$ cat src/cda_pkg.sv
// shared types, codes and calendar functions for the calendar date arithmetic block
`default_nettype none

package cda_pkg;

  localparam logic [13:0] YEAR_MAX = 14'd9999;

  typedef enum logic [2:0] {
    CMD_SET_DATE   = 3'd0,
    CMD_SET_YEAR   = 3'd1,
    CMD_SET_MONTH  = 3'd2,
    CMD_SET_DAY    = 3'd3,
    CMD_ADD_DAYS   = 3'd4,
    CMD_ADD_MONTHS = 3'd5,
    CMD_ADD_YEARS  = 3'd6,
    CMD_QUERY      = 3'd7
  } cmd_t;

  localparam logic [1:0] ST_OK  = 2'd0;
  localparam logic [1:0] ST_BAD = 2'd1;
  localparam logic [1:0] ST_OVF = 2'd2;

  typedef struct packed {
    logic [2:0]  cmd;
    logic [13:0] value_year;
    logic [3:0]  value_month;
    logic [4:0]  value_day;
    logic [15:0] amount;
  } in_t;

  typedef struct packed {
    logic [13:0] out_year;
    logic [3:0]  out_month;
    logic [4:0]  out_day;
    logic [2:0]  weekday;
    logic [1:0]  status;
  } out_t;

  typedef enum logic [3:0] {
    DP_NOP,
    DP_LOAD,
    DP_PREP,
    DP_MYEAR,
    DP_YCHK,
    DP_APPLY,
    DP_WALK,
    DP_ZOP,
    DP_ZSUM,
    DP_ZMUL,
    DP_EMIT
  } dp_op_t;

  typedef struct packed {
    cmd_t cmd;
    logic n_zero;
    logic fits;
    logic last_mon;
    logic at_max;
    logic y_ovf;
  } sts_t;

  typedef enum logic [3:0] {
    S_IDLE,
    S_PREP,
    S_MYEAR,
    S_YCHK,
    S_LW1,
    S_LW2,
    S_APPLY,
    S_WALK,
    S_WW1,
    S_WW2,
    S_ZOP,
    S_ZW1,
    S_ZW2,
    S_ZSUM,
    S_ZMUL,
    S_EMIT
  } state_t;

  function automatic logic [4:0] month_len(input logic [3:0] m, input logic leap);
    logic [4:0] len;
    case (m) inside
      4'd1, 4'd3, 4'd5, 4'd7, 4'd8, 4'd10, 4'd12: len = 5'd31;
      4'd4, 4'd6, 4'd9, 4'd11:                     len = 5'd30;
      4'd2:                                        len = leap ? 5'd29 : 5'd28;
      default:                                     len = 5'd0;
    endcase
    return len;
  endfunction

  function automatic logic date_ok(input logic [13:0] y, input logic [3:0] m,
                                   input logic [4:0] d, input logic leap);
    logic ok;
    ok = (y <= YEAR_MAX) && (m >= 4'd1) && (m <= 4'd12) && (d != 5'd0) &&
         (d <= month_len(m, leap));
    return ok;
  endfunction

  // floor(13 * (mm + 1) / 5) with january and february as months 13 and 14
  function automatic logic [5:0] zel_term(input logic [3:0] m);
    logic [5:0] t;
    case (m)
      4'd1:    t = 6'd36;
      4'd2:    t = 6'd39;
      4'd3:    t = 6'd10;
      4'd4:    t = 6'd13;
      4'd5:    t = 6'd15;
      4'd6:    t = 6'd18;
      4'd7:    t = 6'd20;
      4'd8:    t = 6'd23;
      4'd9:    t = 6'd26;
      4'd10:   t = 6'd28;
      4'd11:   t = 6'd31;
      4'd12:   t = 6'd33;
      default: t = 6'd0;
    endcase
    return t;
  endfunction

endpackage

`default_nettype wire

$ cat src/cda_ctrl.sv
// controller state machine sequencing each command through the datapath
`default_nettype none

module cda_ctrl (
  input  wire logic           clk,
  input  wire logic           rst_n,
  input  wire logic           start,
  input  wire cda_pkg::sts_t  sts,
  output logic                busy,
  output cda_pkg::dp_op_t     op
);
  import cda_pkg::*;

  state_t state_r;
  state_t state_nxt;

  always_ff @(posedge clk) begin
    if (!rst_n) begin
      state_r <= S_IDLE;
    end else begin
      state_r <= state_nxt;
    end
  end

  always_comb begin
    state_nxt = state_r;
    case (state_r)
      S_IDLE: begin
        if (start) state_nxt = S_PREP;
      end
      S_PREP: begin
        case (sts.cmd)
          CMD_ADD_MONTHS: state_nxt = S_MYEAR;
          CMD_ADD_YEARS:  state_nxt = S_YCHK;
          default:        state_nxt = S_LW1;
        endcase
      end
      S_MYEAR: state_nxt = S_YCHK;
      S_YCHK: begin
        state_nxt = sts.y_ovf ? S_ZOP : S_LW1;
      end
      S_LW1:   state_nxt = S_LW2;
      S_LW2:   state_nxt = S_APPLY;
      S_APPLY: begin
        state_nxt = (sts.cmd == CMD_ADD_DAYS) ? S_WALK : S_ZOP;
      end
      S_WALK: begin
        if (sts.n_zero || sts.fits) begin
          state_nxt = S_ZOP;
        end else if (sts.last_mon) begin
          state_nxt = sts.at_max ? S_ZOP : S_WW1;
        end else begin
          state_nxt = S_WALK;
        end
      end
      S_WW1:  state_nxt = S_WW2;
      S_WW2:  state_nxt = S_WALK;
      S_ZOP:  state_nxt = S_ZW1;
      S_ZW1:  state_nxt = S_ZW2;
      S_ZW2:  state_nxt = S_ZSUM;
      S_ZSUM: state_nxt = S_ZMUL;
      S_ZMUL: state_nxt = S_EMIT;
      S_EMIT: state_nxt = S_IDLE;
      default: state_nxt = S_IDLE;
    endcase
  end

  always_comb begin
    busy = (state_r != S_IDLE);
    case (state_r)
      S_IDLE:  op = start ? DP_LOAD : DP_NOP;
      S_PREP:  op = DP_PREP;
      S_MYEAR: op = DP_MYEAR;
      S_YCHK:  op = DP_YCHK;
      S_APPLY: op = DP_APPLY;
      S_WALK:  op = DP_WALK;
      S_ZOP:   op = DP_ZOP;
      S_ZSUM:  op = DP_ZSUM;
      S_ZMUL:  op = DP_ZMUL;
      S_EMIT:  op = DP_EMIT;
      default: op = DP_NOP;
    endcase
  end

endmodule

`default_nettype wire

$ cat src/cda_dp.sv
// datapath: date registers, leap year and year split unit, month walk and weekday
`default_nettype none

module cda_dp (
  input  wire logic           clk,
  input  wire logic           rst_n,
  input  wire cda_pkg::dp_op_t op,
  input  wire cda_pkg::in_t   in_item,
  output cda_pkg::sts_t       sts,
  output cda_pkg::out_t       out_item,
  output logic                out_strobe
);
  import cda_pkg::*;

  in_t         in_r;
  logic [13:0] cur_year_r;
  logic [3:0]  cur_month_r;
  logic [4:0]  cur_day_r;
  logic [13:0] op_year_r;
  logic [26:0] prod_r;
  logic [13:0] opd_r;
  logic        leap_r;
  logic [6:0]  k_r;
  logic [7:0]  j_r;
  logic [16:0] idx_r;
  logic [33:0] mprod_r;
  logic [16:0] ysum_r;
  logic [3:0]  mon_r;
  logic [15:0] n_r;
  logic [1:0]  st_r;
  logic [10:0] zsum_r;
  logic [24:0] zprod_r;
  out_t        out_r;
  logic        strobe_r;

  // year split by 100
  logic [7:0]  q100;
  logic [13:0] rem100;
  logic        leap_nxt;

  assign q100     = prod_r[26:19];
  assign rem100   = opd_r - ({6'b0, q100} * 14'd100);
  assign leap_nxt = ((opd_r[1:0] == 2'd0) && (rem100 != 14'd0)) ||
                    ((rem100 == 14'd0) && (q100[1:0] == 2'd0));

  always_ff @(posedge clk) begin
    prod_r <= {13'b0, op_year_r} * 27'd5243;
    opd_r  <= op_year_r;
    leap_r <= leap_nxt;
    k_r    <= rem100[6:0];
    j_r    <= q100;
  end

  // month index split by 12
  logic [16:0] idx;
  logic [13:0] q12;
  logic [16:0] r12;

  assign idx = {13'b0, cur_month_r} - 17'd1 + {1'b0, in_r.amount};
  assign q12 = mprod_r[33:20];
  assign r12 = idx_r - ({3'b0, q12} * 17'd12);

  // month walk
  logic [4:0]  wlen;
  logic [16:0] day_sum;
  logic [15:0] step;
  logic        n_zero;
  logic        fits;
  logic        last_mon;
  logic        at_max;
  logic        y_ovf;

  assign wlen     = month_len(cur_month_r, leap_r);
  assign day_sum  = {12'b0, cur_day_r} + {1'b0, n_r};
  assign step     = {11'b0, wlen} - {11'b0, cur_day_r} + 16'd1;
  assign n_zero   = (n_r == 16'd0);
  assign fits     = (day_sum <= {12'b0, wlen});
  assign last_mon = (cur_month_r == 4'd12);
  assign at_max   = (cur_year_r >= YEAR_MAX);
  assign y_ovf    = (ysum_r > {3'b0, YEAR_MAX});

  assign sts.cmd      = cmd_t'(in_r.cmd);
  assign sts.n_zero   = n_zero;
  assign sts.fits     = fits;
  assign sts.last_mon = last_mon;
  assign sts.at_max   = at_max;
  assign sts.y_ovf    = y_ovf;

  // weekday
  logic [8:0]  q7;
  logic [10:0] h7;
  logic [2:0]  wd;
  logic [10:0] zsum_nxt;
  logic [4:0]  amlen;

  assign q7 = zprod_r[24:16];
  assign h7 = zsum_r - ({2'b0, q7} * 11'd7);
  assign wd = (h7[2:0] == 3'd0) ? 3'd6 : (h7[2:0] - 3'd1);
  assign zsum_nxt = {6'b0, cur_day_r} + {5'b0, zel_term(cur_month_r)} + {4'b0, k_r} +
                    {6'b0, k_r[6:2]} + {5'b0, j_r[7:2]} + {1'b0, j_r, 2'b0} +
                    {3'b0, j_r};
  assign amlen = month_len(mon_r, leap_r);

  always_ff @(posedge clk) begin
    if (!rst_n) begin
      cur_year_r  <= 14'd0;
      cur_month_r <= 4'd1;
      cur_day_r   <= 5'd1;
      op_year_r   <= 14'd0;
    end else begin
      case (op)
        DP_PREP: begin
          case (in_r.cmd)
            CMD_SET_DATE, CMD_SET_YEAR: op_year_r <= in_r.value_year;
            default:                    op_year_r <= cur_year_r;
          endcase
        end
        DP_YCHK: begin
          if (y_ovf) begin
            cur_year_r  <= YEAR_MAX;
            cur_month_r <= 4'd12;
            cur_day_r   <= 5'd31;
          end else begin
            op_year_r <= ysum_r[13:0];
          end
        end
        DP_APPLY: begin
          case (in_r.cmd)
            CMD_SET_DATE: begin
              if (date_ok(in_r.value_year, in_r.value_month, in_r.value_day, leap_r)) begin
                cur_year_r  <= in_r.value_year;
                cur_month_r <= in_r.value_month;
                cur_day_r   <= in_r.value_day;
              end else begin
                cur_year_r  <= 14'd0;
                cur_month_r <= 4'd1;
                cur_day_r   <= 5'd1;
              end
            end
            CMD_SET_YEAR: begin
              if (date_ok(in_r.value_year, cur_month_r, cur_day_r, leap_r)) begin
                cur_year_r <= in_r.value_year;
              end
            end
            CMD_SET_MONTH: begin
              if (date_ok(cur_year_r, in_r.value_month, cur_day_r, leap_r)) begin
                cur_month_r <= in_r.value_month;
              end
            end
            CMD_SET_DAY: begin
              if (date_ok(cur_year_r, cur_month_r, in_r.value_day, leap_r)) begin
                cur_day_r <= in_r.value_day;
              end
            end
            CMD_ADD_MONTHS: begin
              cur_year_r  <= ysum_r[13:0];
              cur_month_r <= mon_r;
              if (cur_day_r > amlen) cur_day_r <= amlen;
            end
            CMD_ADD_YEARS: begin
              cur_year_r <= ysum_r[13:0];
              if ((cur_month_r == 4'd2) && (cur_day_r == 5'd29) && !leap_r) begin
                cur_day_r <= 5'd28;
              end
            end
            default: begin
            end
          endcase
        end
        DP_WALK: begin
          if (n_zero || fits) begin
            cur_day_r <= day_sum[4:0];
          end else if (last_mon) begin
            if (at_max) begin
              cur_year_r  <= YEAR_MAX;
              cur_month_r <= 4'd12;
              cur_day_r   <= 5'd31;
            end else begin
              cur_day_r   <= 5'd1;
              cur_month_r <= 4'd1;
              cur_year_r  <= cur_year_r + 14'd1;
              op_year_r   <= cur_year_r + 14'd1;
            end
          end else begin
            cur_day_r   <= 5'd1;
            cur_month_r <= cur_month_r + 4'd1;
          end
        end
        DP_ZOP: begin
          op_year_r <= cur_year_r + 14'd400 - ((cur_month_r < 4'd3) ? 14'd1 : 14'd0);
        end
        default: begin
        end
      endcase
    end
  end

  always_ff @(posedge clk) begin
    case (op)
      DP_LOAD: in_r <= in_item;
      DP_PREP: begin
        st_r    <= ST_OK;
        idx_r   <= idx;
        mprod_r <= {17'b0, idx} * 34'd87382;
        ysum_r  <= {3'b0, cur_year_r} + {1'b0, in_r.amount};
      end
      DP_MYEAR: begin
        mon_r  <= r12[3:0] + 4'd1;
        ysum_r <= {3'b0, cur_year_r} + {3'b0, q12};
      end
      DP_YCHK: begin
        if (y_ovf) st_r <= ST_OVF;
      end
      DP_APPLY: begin
        n_r <= in_r.amount;
        case (in_r.cmd)
          CMD_SET_DATE: begin
            if (!date_ok(in_r.value_year, in_r.value_month, in_r.value_day, leap_r)) begin
              st_r <= ST_BAD;
            end
          end
          CMD_SET_YEAR: begin
            if (!date_ok(in_r.value_year, cur_month_r, cur_day_r, leap_r)) st_r <= ST_BAD;
          end
          CMD_SET_MONTH: begin
            if (!date_ok(cur_year_r, in_r.value_month, cur_day_r, leap_r)) st_r <= ST_BAD;
          end
          CMD_SET_DAY: begin
            if (!date_ok(cur_year_r, cur_month_r, in_r.value_day, leap_r)) st_r <= ST_BAD;
          end
          default: begin
          end
        endcase
      end
      DP_WALK: begin
        if (n_zero || fits) begin
          n_r <= 16'd0;
        end else begin
          n_r <= n_r - step;
          if (last_mon && at_max) st_r <= ST_OVF;
        end
      end
      DP_ZSUM: zsum_r <= zsum_nxt;
      DP_ZMUL: zprod_r <= {14'b0, zsum_r} * 25'd9363;
      DP_EMIT: begin
        out_r.out_year  <= cur_year_r;
        out_r.out_month <= cur_month_r;
        out_r.out_day   <= cur_day_r;
        out_r.weekday   <= wd;
        out_r.status    <= st_r;
      end
      default: begin
      end
    endcase
  end

  always_ff @(posedge clk) begin
    if (!rst_n) begin
      strobe_r <= 1'b0;
    end else begin
      strobe_r <= (op == DP_EMIT);
    end
  end

  assign out_item   = out_r;
  assign out_strobe = strobe_r;

endmodule

`default_nettype wire

$ cat src/calendar_date_arithmetic.sv
// top level of the calendar date arithmetic block
`default_nettype none

// Gregorian date register with set, add and query commands. A command is taken
// when start is high and busy is low; its single result (date, weekday with 0 as
// Sunday, status) appears on out_item for exactly one cycle with out_strobe high,
// and the receiver cannot stall it. Sets and queries pass through the two-stage
// leap year unit and the two-stage weekday computation, and adds of months or years
// also pass the year overflow check; an add of months or years that overflows
// skips the leap year wait and the apply step. Add days walks one month per cycle,
// but at every year boundary it waits in S_WW1 and S_WW2 to refresh the leap year
// unit. busy stays high until the strobe cycle.
module calendar_date_arithmetic (
  input  wire logic         clk,
  input  wire logic         rst_n,
  input  wire logic         start,
  output logic              busy,
  input  wire cda_pkg::in_t in_item,
  output cda_pkg::out_t     out_item,
  output logic              out_strobe
);
  import cda_pkg::*;

  dp_op_t op;
  sts_t   sts;

  cda_ctrl u_ctrl (
    .clk   (clk),
    .rst_n (rst_n),
    .start (start),
    .sts   (sts),
    .busy  (busy),
    .op    (op)
  );

  cda_dp u_dp (
    .clk        (clk),
    .rst_n      (rst_n),
    .op         (op),
    .in_item    (in_item),
    .sts        (sts),
    .out_item   (out_item),
    .out_strobe (out_strobe)
  );

  a_accept_busy: assert property (@(posedge clk) disable iff (!rst_n)
    (start && !busy) |=> busy)
    else $error("busy not raised after accept");

  a_strobe_idle: assert property (@(posedge clk) disable iff (!rst_n)
    out_strobe |-> (!busy && !$past(out_strobe)))
    else $error("result strobe while busy or repeated");

  a_valid_date: assert property (@(posedge clk) disable iff (!rst_n)
    out_strobe |-> ((out_item.out_month >= 4'd1) && (out_item.out_month <= 4'd12) &&
                    (out_item.out_day != 5'd0) && (out_item.out_year <= YEAR_MAX) &&
                    (out_item.weekday <= 3'd6)))
    else $error("result date or weekday out of range");

  a_ovf_sat: assert property (@(posedge clk) disable iff (!rst_n)
    (out_strobe && (out_item.status == ST_OVF)) |->
      ((out_item.out_year == YEAR_MAX) && (out_item.out_month == 4'd12) &&
       (out_item.out_day == 5'd31)))
    else $error("overflow status without saturated date");

endmodule

`default_nettype wire

$ cat config.mk
export PLATFORM = sky130hd
export DESIGN_NAME = calendar_date_arithmetic
export DESIGN_NICKNAME = d
export VERILOG_FILES = /design/src/cda_pkg.sv /design/src/cda_ctrl.sv /design/src/cda_dp.sv /design/src/calendar_date_arithmetic.sv
export SDC_FILE = /design/constraint.sdc
export NUM_CORES = 1
export LEC_CHECK = 0
export BUFFER_PORTS_ARGS = -buffer_cell sky130_fd_sc_hd__buf_2
export CORE_AREA = 4 4 275 277
export CTS_BUF_LIST = sky130_fd_sc_hd__clkbuf_8
export CTS_CLUSTER_SIZE = 25
export DETAILED_ROUTE_END_ITERATION = 12
export DIE_AREA = 0 0 279 281
export GPL_ROUTABILITY_DRIVEN = 0
export PLACE_DENSITY = 0.51
export SLEW_MARGIN = 15
export SYNTH_ARGS = -nofsm -noshare
export SYNTH_HDL_FRONTEND = slang
export SYNTH_SLANG_ARGS = --single-unit
$ cat constraint.sdc
create_clock -name clk -period 17.3 [get_ports clk]
set_input_delay 1.73 -clock clk [delete_from_list [all_inputs] [get_ports clk]]
set_output_delay 1.73 -clock clk [all_outputs]
set_load 0.02 [all_outputs]
Yosys cells after proc, flatten, opt, wreduce, memory -nomap -nowiden. Memory sizes are Yosys's and may differ from the RTL's. A register that Yosys moved wholly into a read port is not among the register bits. Index checks and enable logic that the tools add are counted.

Add/subtract/negate cells: 23. Multipliers: 6. Order comparisons: 19. Equal/unequal tests: 88. Muxes and demuxes: 79. Reductions and logical operators: 57.

Operators by type and width (count): 2-to-1 mux 14 bit (11); 2-to-1 mux 5 bit (29); == test 4 bit, second input constant (26); one-hot mux 14 bit (3 select lines) (2); == test 4 x 3 -> 1 bit, second input constant (20); one-hot mux 4 bit (16 select lines) (1); one-hot mux 14 bit (4 select lines) (1); 2-to-1 mux 4 bit (13); == test 4 x 2 -> 1 bit, second input constant (10); less-or-equal comparator 5 bit (8); one-hot mux 4 bit (10 select lines) (1); one-hot mux 17 bit (2 select lines) (1); multiplier 17 x 16 -> 33 bit, second input constant (1); one-hot mux 16 bit (2 select lines) (1); less-or-equal comparator 14 bit, second input constant (2); subtractor 14 bit (2); multiplier 14 x 13 -> 27 bit, second input constant (1); logical AND 1 bit (25); multiplier 11 x 14 -> 25 bit, second input constant (1); one-hot mux 4 bit (3 select lines) (2); OR reduction 7 bit (3); == test 4 x 1 -> 1 bit, second input constant (5); one-hot mux 5 bit (4 select lines) (1); adder 14 x 16 -> 17 bit (1); 62 further kinds (104).

Register bits: 281. ROM bits: 96. Input bits: 45. Output and inout port bits: 30. Logic and storage cells: 302. Memories: 1.

Memory list: (name not given) (depth 16, width 6, read ports 1, clocked after Yosys merged registers in 1, wr ports 0, line cda_pkg.sv:103) `case (m)`.

Logic depth before layout (Yosys ltp).
Depth in word-level cells: 14. Depth in mapped cells: 35. Depth with buffers taken out: 35.

Modules after synthesis. From an unflattened synthesis, not the netlist that was laid out.

Cell total of the unflattened synthesis: 2656. Area, all modules: 25756.0 um^2.

Modules (own cells, without submodules): cda_dp (times used 1, cells each 2598, area an instance 25324.3 um^2, sequential area each 5875.6 um^2); cda_ctrl (times used 1, cells each 58, area an instance 431.7 um^2, sequential area each 80.1 um^2).

Least setup slack after synthesis. Ideal clock, no wire load.

Path kind: register -> register. From: reg u_dp.cur_month_r[0]. To: reg u_dp.mprod_r[33] (data pin). Setup time: 0.258 ns. Data arrival time: 8.113 ns. Required time: 17.042 ns. Path slack: 8.930 ns. Stages on the path, launching flop included: 36. Buffers on the path: 0. Clock period less this slack: 8.370 ns. Cell sequence: dfxtp_1 -> inv_1 -> ha_1 -> xor2_1 -> ha_1 -> nor2b_1 -> o21a_1 -> o21ai_0 -> a21oi_1 -> o2111ai_1 -> a31o_2 -> o21bai_1 -> a21o_1 -> a2111oi_0 -> or3_1 -> ha_1 -> ha_1 -> inv_1 -> fa_1 -> inv_1 -> fa_1 -> fa_1 -> inv_1 -> fa_1 -> inv_1 -> ha_1 -> a211oi_1 -> o21ai_0 -> a22oi_1 -> o21ai_0 -> a41o_1 -> o211a_1 -> o31a_1 -> o21ai_0 -> nand2b_1 -> xnor2_1.

Word-level cells in the longest chain between the ends: 3.

Ends and longest elaborated chain: start: declaration (line cda_dp.sv:17) `logic [3:0] cur_month_r;`; start signal: assignment (line cda_dp.sv:132) `cur_month_r <= in_r.value_month;`; start signal: assignment (line cda_dp.sv:147) `cur_month_r <= in_r.value_month;`; start signal: assignment (line cda_dp.sv:157) `cur_month_r <= mon_r;`; subtractor 4 x 1 -> 5 bit (line cda_dp.sv:59) `assign idx = {13'b0, cur_month_r} - 17'd1 + {1'b0, in_r.amount};`; adder 17 x 16 -> 17 bit (line cda_dp.sv:59); multiplier 17 x 16 -> 33 bit (line cda_dp.sv:204) `mprod_r <= {17'b0, idx} * 34'd87382;`; end signal: assignment (line cda_dp.sv:204); end: declaration (line cda_dp.sv:26) `logic [33:0] mprod_r;`.

No other way between the ends. A chain may end at the register's enable or synchronous reset.

Final worst setup path. Ends and elaborated chain as after synthesis.

==> load_flow_metrics.sql <==
INSERT INTO impl_metrics (metric_group, metric, value, unit) VALUES
('logic_synthesis', 'syn_inst', '2601', ''),
('placement', 'detailed_place_hpwl', '57100', 'µm'),
('layout', 'flow.area_growth_from_synthesis', '9.76', '%'),
('timing', 'report.final.slew_viol_count', '0', ''),
('worst_hold_path', 'holdCritPathClass', 'reg -> reg', ''),
('logic_synthesis', 'mappedNetlistArea', '0.0254', 'mm²'),
('worst_setup_path', 'cp_slowest_stage_delay', '720', 'ps'),
('timing', 'tns', '0', 'ps'),
('global_route', 'gr-total-overflow', '0', ''),
('power_and_ir_drop', 'ir_drop', '197', 'µV'),
('logic_synthesis', 'synth_compound_area_share', '13.9', '%'),
('timing', 'clock_skew', '36.9', 'ps'),
('drt', 'route.detailed.vias_per_inst', '5.18', ''),
('logic_synthesis', 'ys_warn_count', '0', ''),
('layout', 'fillCellCount', '7360', ''),
('logic_synthesis', 'synth_simple_gate_area_share', '8.86', '%'),
('clock_tree', 'worst_skew_pair.late_latency', '630', 'ps'),
('clock_tree', 'cts_resized', '0', ''),
('layout', 'fin_util', '38.3', '%'),
('worst_hold_path', 'terminating_pin_of_the_worst_hold_path', 'u_dp.k_r[0]', ''),
('power_and_ir_drop', 'design_power_total', '3.38', 'mW'),
('worst_setup_path', 'worst-path-max-fanout', '12', ''),
('worst_hold_path', 'hold_path_startpoint', 'u_dp.prod_r[0]', ''),
('global_route', 'first_global_vias', '19800', ''),
('worst_setup_path', 'timing_worst_setup_path_type', 'reg -> reg', ''),
('drt', 'drt_pass1_iterations', '5', ''),
('worst_setup_path', 'signal_arrival_time_at_the_worst_endpoint', '9860', 'ps'),
('clock_tree', 'cts_hold_buf', '0', ''),
('clock_tree', 'cts_inserted_buffers', '46', ''),
('logic_synthesis', 'avgSynthCellArea', '9.76', 'µm²'),
('worst_setup_path', 'crit_path_start_kind', 'flip-flop', ''),
('worst_setup_path', 'critical_path.top_delay_family', 'adder cells', ''),
('timing', 'top_achievable_clock_speed', '105', 'MHz'),
('clock_tree', 'cts_tree', 'done', ''),
('worst_hold_path', 'holdPathStages', '0', ''),
('timing', 'finalWorstPathRequiredPeriod', '9500', 'ps'),
('clock_tree', 'max-clock-path-buffers', '3', ''),
('logic_synthesis', 'ys_top_cells_by_count', '482 x sky130_fd_sc_hd__ha_1, 460 x sky130_fd_sc_hd__inv_1, 198 x sky130_fd_sc_hd__fa_1', ''),
('worst_setup_path', 'crit_slowest_cell', 'sky130_fd_sc_hd__a2111oi_0', ''),
('drt', 'routed-via-count', '19100', ''),
('drt', 'drc', '0', ''),
('logic_synthesis', 'synth_enable_flop_cells', '141', ''),
('layout', 'finalNetCount', '3421', ''),
('worst_setup_path', 'setup.reg_to_reg.worst_slack', '7800', 'ps'),
('logic_synthesis', 'largest_family_of_logic_cells_by_synthesized_area', 'adder cells', ''),
('timing', 'setup_violations', '0', ''),
('logic_synthesis', 'netlist.top_cell.by_area', 'sky130_fd_sc_hd__ha_1', ''),
('drt', 'drt_iter0_drc', '1166', ''),
('die', 'floorplan.initialDensity', '34.9', '%'),
('worst_setup_path', 'critical_path_required', '17660', 'ps'),
('placement', 'placed_cell_area', '0.0270', 'mm²'),
('worst_setup_path', 'reg2regPathDepth', '35', ''),
('global_route', 'number_of_antenna_violations_at_the_first_check_in_global_routing', '2', ''),
('die', 'chipHeight', '281', 'µm'),
('logic_synthesis', 'synth_cell_types', '79', ''),
('drt', 'wirelength', '70600', 'µm'),
('layout', 'layout_cells_sized_above_1', '7.47', '%'),
('logic_synthesis', 'netlist_top_cells_area', 'sky130_fd_sc_hd__ha_1 24%, sky130_fd_sc_hd__edfxtp_1 17%, sky130_fd_sc_hd__fa_1 16%', ''),
('placement', 'dp_worst_setup_slack', '7930', 'ps'),
('drt', 'antenna_violating_nets_post_route', '0', ''),
('timing', 'final.period_utilization', '54.9', '%'),
('clock_tree', 'cts-root-buf', 'sky130_fd_sc_hd__clkbuf_8', ''),
('status', 'status', 'complete, no violations', ''),
('timing', 'tightest_slew', '1120', 'ps'),
('global_route', 'wire_length_of_the_first_global_routing_pass', '112000', 'µm'),
('timing', 'timing.hold.ws', '395', 'ps'),
('die', 'core_area', '0.0728', 'mm²'),
('die', 'placement_rows', '99', ''),
('die', 'fp.dieW', '279', 'µm'),
('clock_tree', 'cts_num_sinks', '227', ''),
('timing', 'timing_hold_violations_final', '0', '');
## cell usage in the layout, fill, tap and decap left out, types with 10 or more instances in the layout
master	n
sky130_fd_sc_hd__a2111oi_0	10
sky130_fd_sc_hd__a211oi_1	29
sky130_fd_sc_hd__a21o_1	41
sky130_fd_sc_hd__a21oi_1	136
sky130_fd_sc_hd__a22oi_1	18
sky130_fd_sc_hd__a31oi_1	15
sky130_fd_sc_hd__and2_1	14
sky130_fd_sc_hd__buf_2	74
sky130_fd_sc_hd__buf_4	18
sky130_fd_sc_hd__clkbuf_8	55
sky130_fd_sc_hd__dfxtp_1	86
sky130_fd_sc_hd__edfxtp_1	141
sky130_fd_sc_hd__fa_1	198
sky130_fd_sc_hd__ha_1	482
sky130_fd_sc_hd__inv_1	473
sky130_fd_sc_hd__mux2i_1	30
sky130_fd_sc_hd__nand2_1	104
sky130_fd_sc_hd__nand2b_1	25
sky130_fd_sc_hd__nand3_1	34
sky130_fd_sc_hd__nand4_1	11
sky130_fd_sc_hd__nor2_1	135
sky130_fd_sc_hd__nor2b_1	31
sky130_fd_sc_hd__nor3_1	36
sky130_fd_sc_hd__nor4_1	17
sky130_fd_sc_hd__o211ai_1	13
sky130_fd_sc_hd__o21a_1	20
sky130_fd_sc_hd__o21ai_0	104
sky130_fd_sc_hd__o21bai_1	12
sky130_fd_sc_hd__o22ai_1	15
sky130_fd_sc_hd__o31ai_1	29
sky130_fd_sc_hd__xnor2_1	98
sky130_fd_sc_hd__xor2_1	59
## worst register-to-register path, delay by kind of cell, from the launching register on
family / cells / cell delay [ps]
compound gates: 14 / 3340
xor+xnor: 2 / 600
fa+ha+maj: 9 / 3630
buf+inv: 6 / 610
flops: 1 / 550
simple gates: 4 / 510
## state kept, by name, summed over array words and instances, names as in the netlist, 2 cells and up, named ones only
signal and count:
u_dp.in_r 39, u_dp.out_item 28, u_dp.ysum_r 17, u_dp.n_r 16, u_dp.cur_year_r 14, u_dp.mprod_r 14
u_dp.op_year_r 14, u_dp.opd_r 13, u_dp.zsum_r 11, u_dp.prod_r 9, u_dp.j_r 8, u_dp.k_r 7
u_dp.cur_day_r 5, u_ctrl.state_r 4, u_dp.cur_month_r 4, u_dp.idx_r 4, u_dp.mon_r 4, u_dp.sts 3
u_dp.zprod_r 3, u_dp.st_r 2
## per-layer routing
layer  global-route usage, %  vias up  routed length [µm]
met5                       0        -                  16
met4                    4.35        2                1640
met3                    2.62      118                3400
met2                    31.4      502               34000
met1                    23.7     9289               31500
li1                        -     9216                   -
## power by group
part	total, mW	internal [mW]	leakage [nW]	switching, mW
sequential	0.762	0.702	2.01	0.0604
clock	0.568	0.303	0.516	0.265
combinational	2.05	0.876	10.9	1.18
total	3.38	1.88	13.4	1.50
## area by class of cell
class                           instances  area [µm²]  area share, %
Antenna cell                            1        2.50        0.00898
Clock buffer                           55         757           2.72
Clock inverter                         29         153          0.548
Inverter                              460        1730           6.19
Multi-Input combinational cell       1869       17600           63.1
Sequential cell                       227        5960           21.4
Tap cell                              959        1200           4.30
Timing Repair Buffer                   92         505           1.81
## logic make-up after synthesis
logic type      after synthesis
compound gates              534
simple gates                460
xor+xnor                    157
flops                       227
fa+ha+maj                   680
mux                          38
buf+inv                     505
## worst max-delay path by stage
| stage | startpoint | endpoint | slack [ps] |
|---|---|---|---|
| finish | u_dp.cur_month_r[0] | u_dp.mprod_r[33] | 7800 |
| global route | u_dp.cur_month_r[0] | u_dp.mprod_r[33] | 7150 |
| CTS | u_dp.cur_month_r[0] | u_dp.mprod_r[33] | 7870 |
| detailed placement | u_dp.cur_month_r[0] | u_dp.mprod_r[33] | 7930 |
| global placement | u_dp.cur_month_r[0] | u_dp.mprod_r[33] | 8100 |
| floorplan | u_dp.cur_month_r[0] | u_dp.mprod_r[33] | 8930 |
No activity file was read; power rests on OpenSTA's default activity.
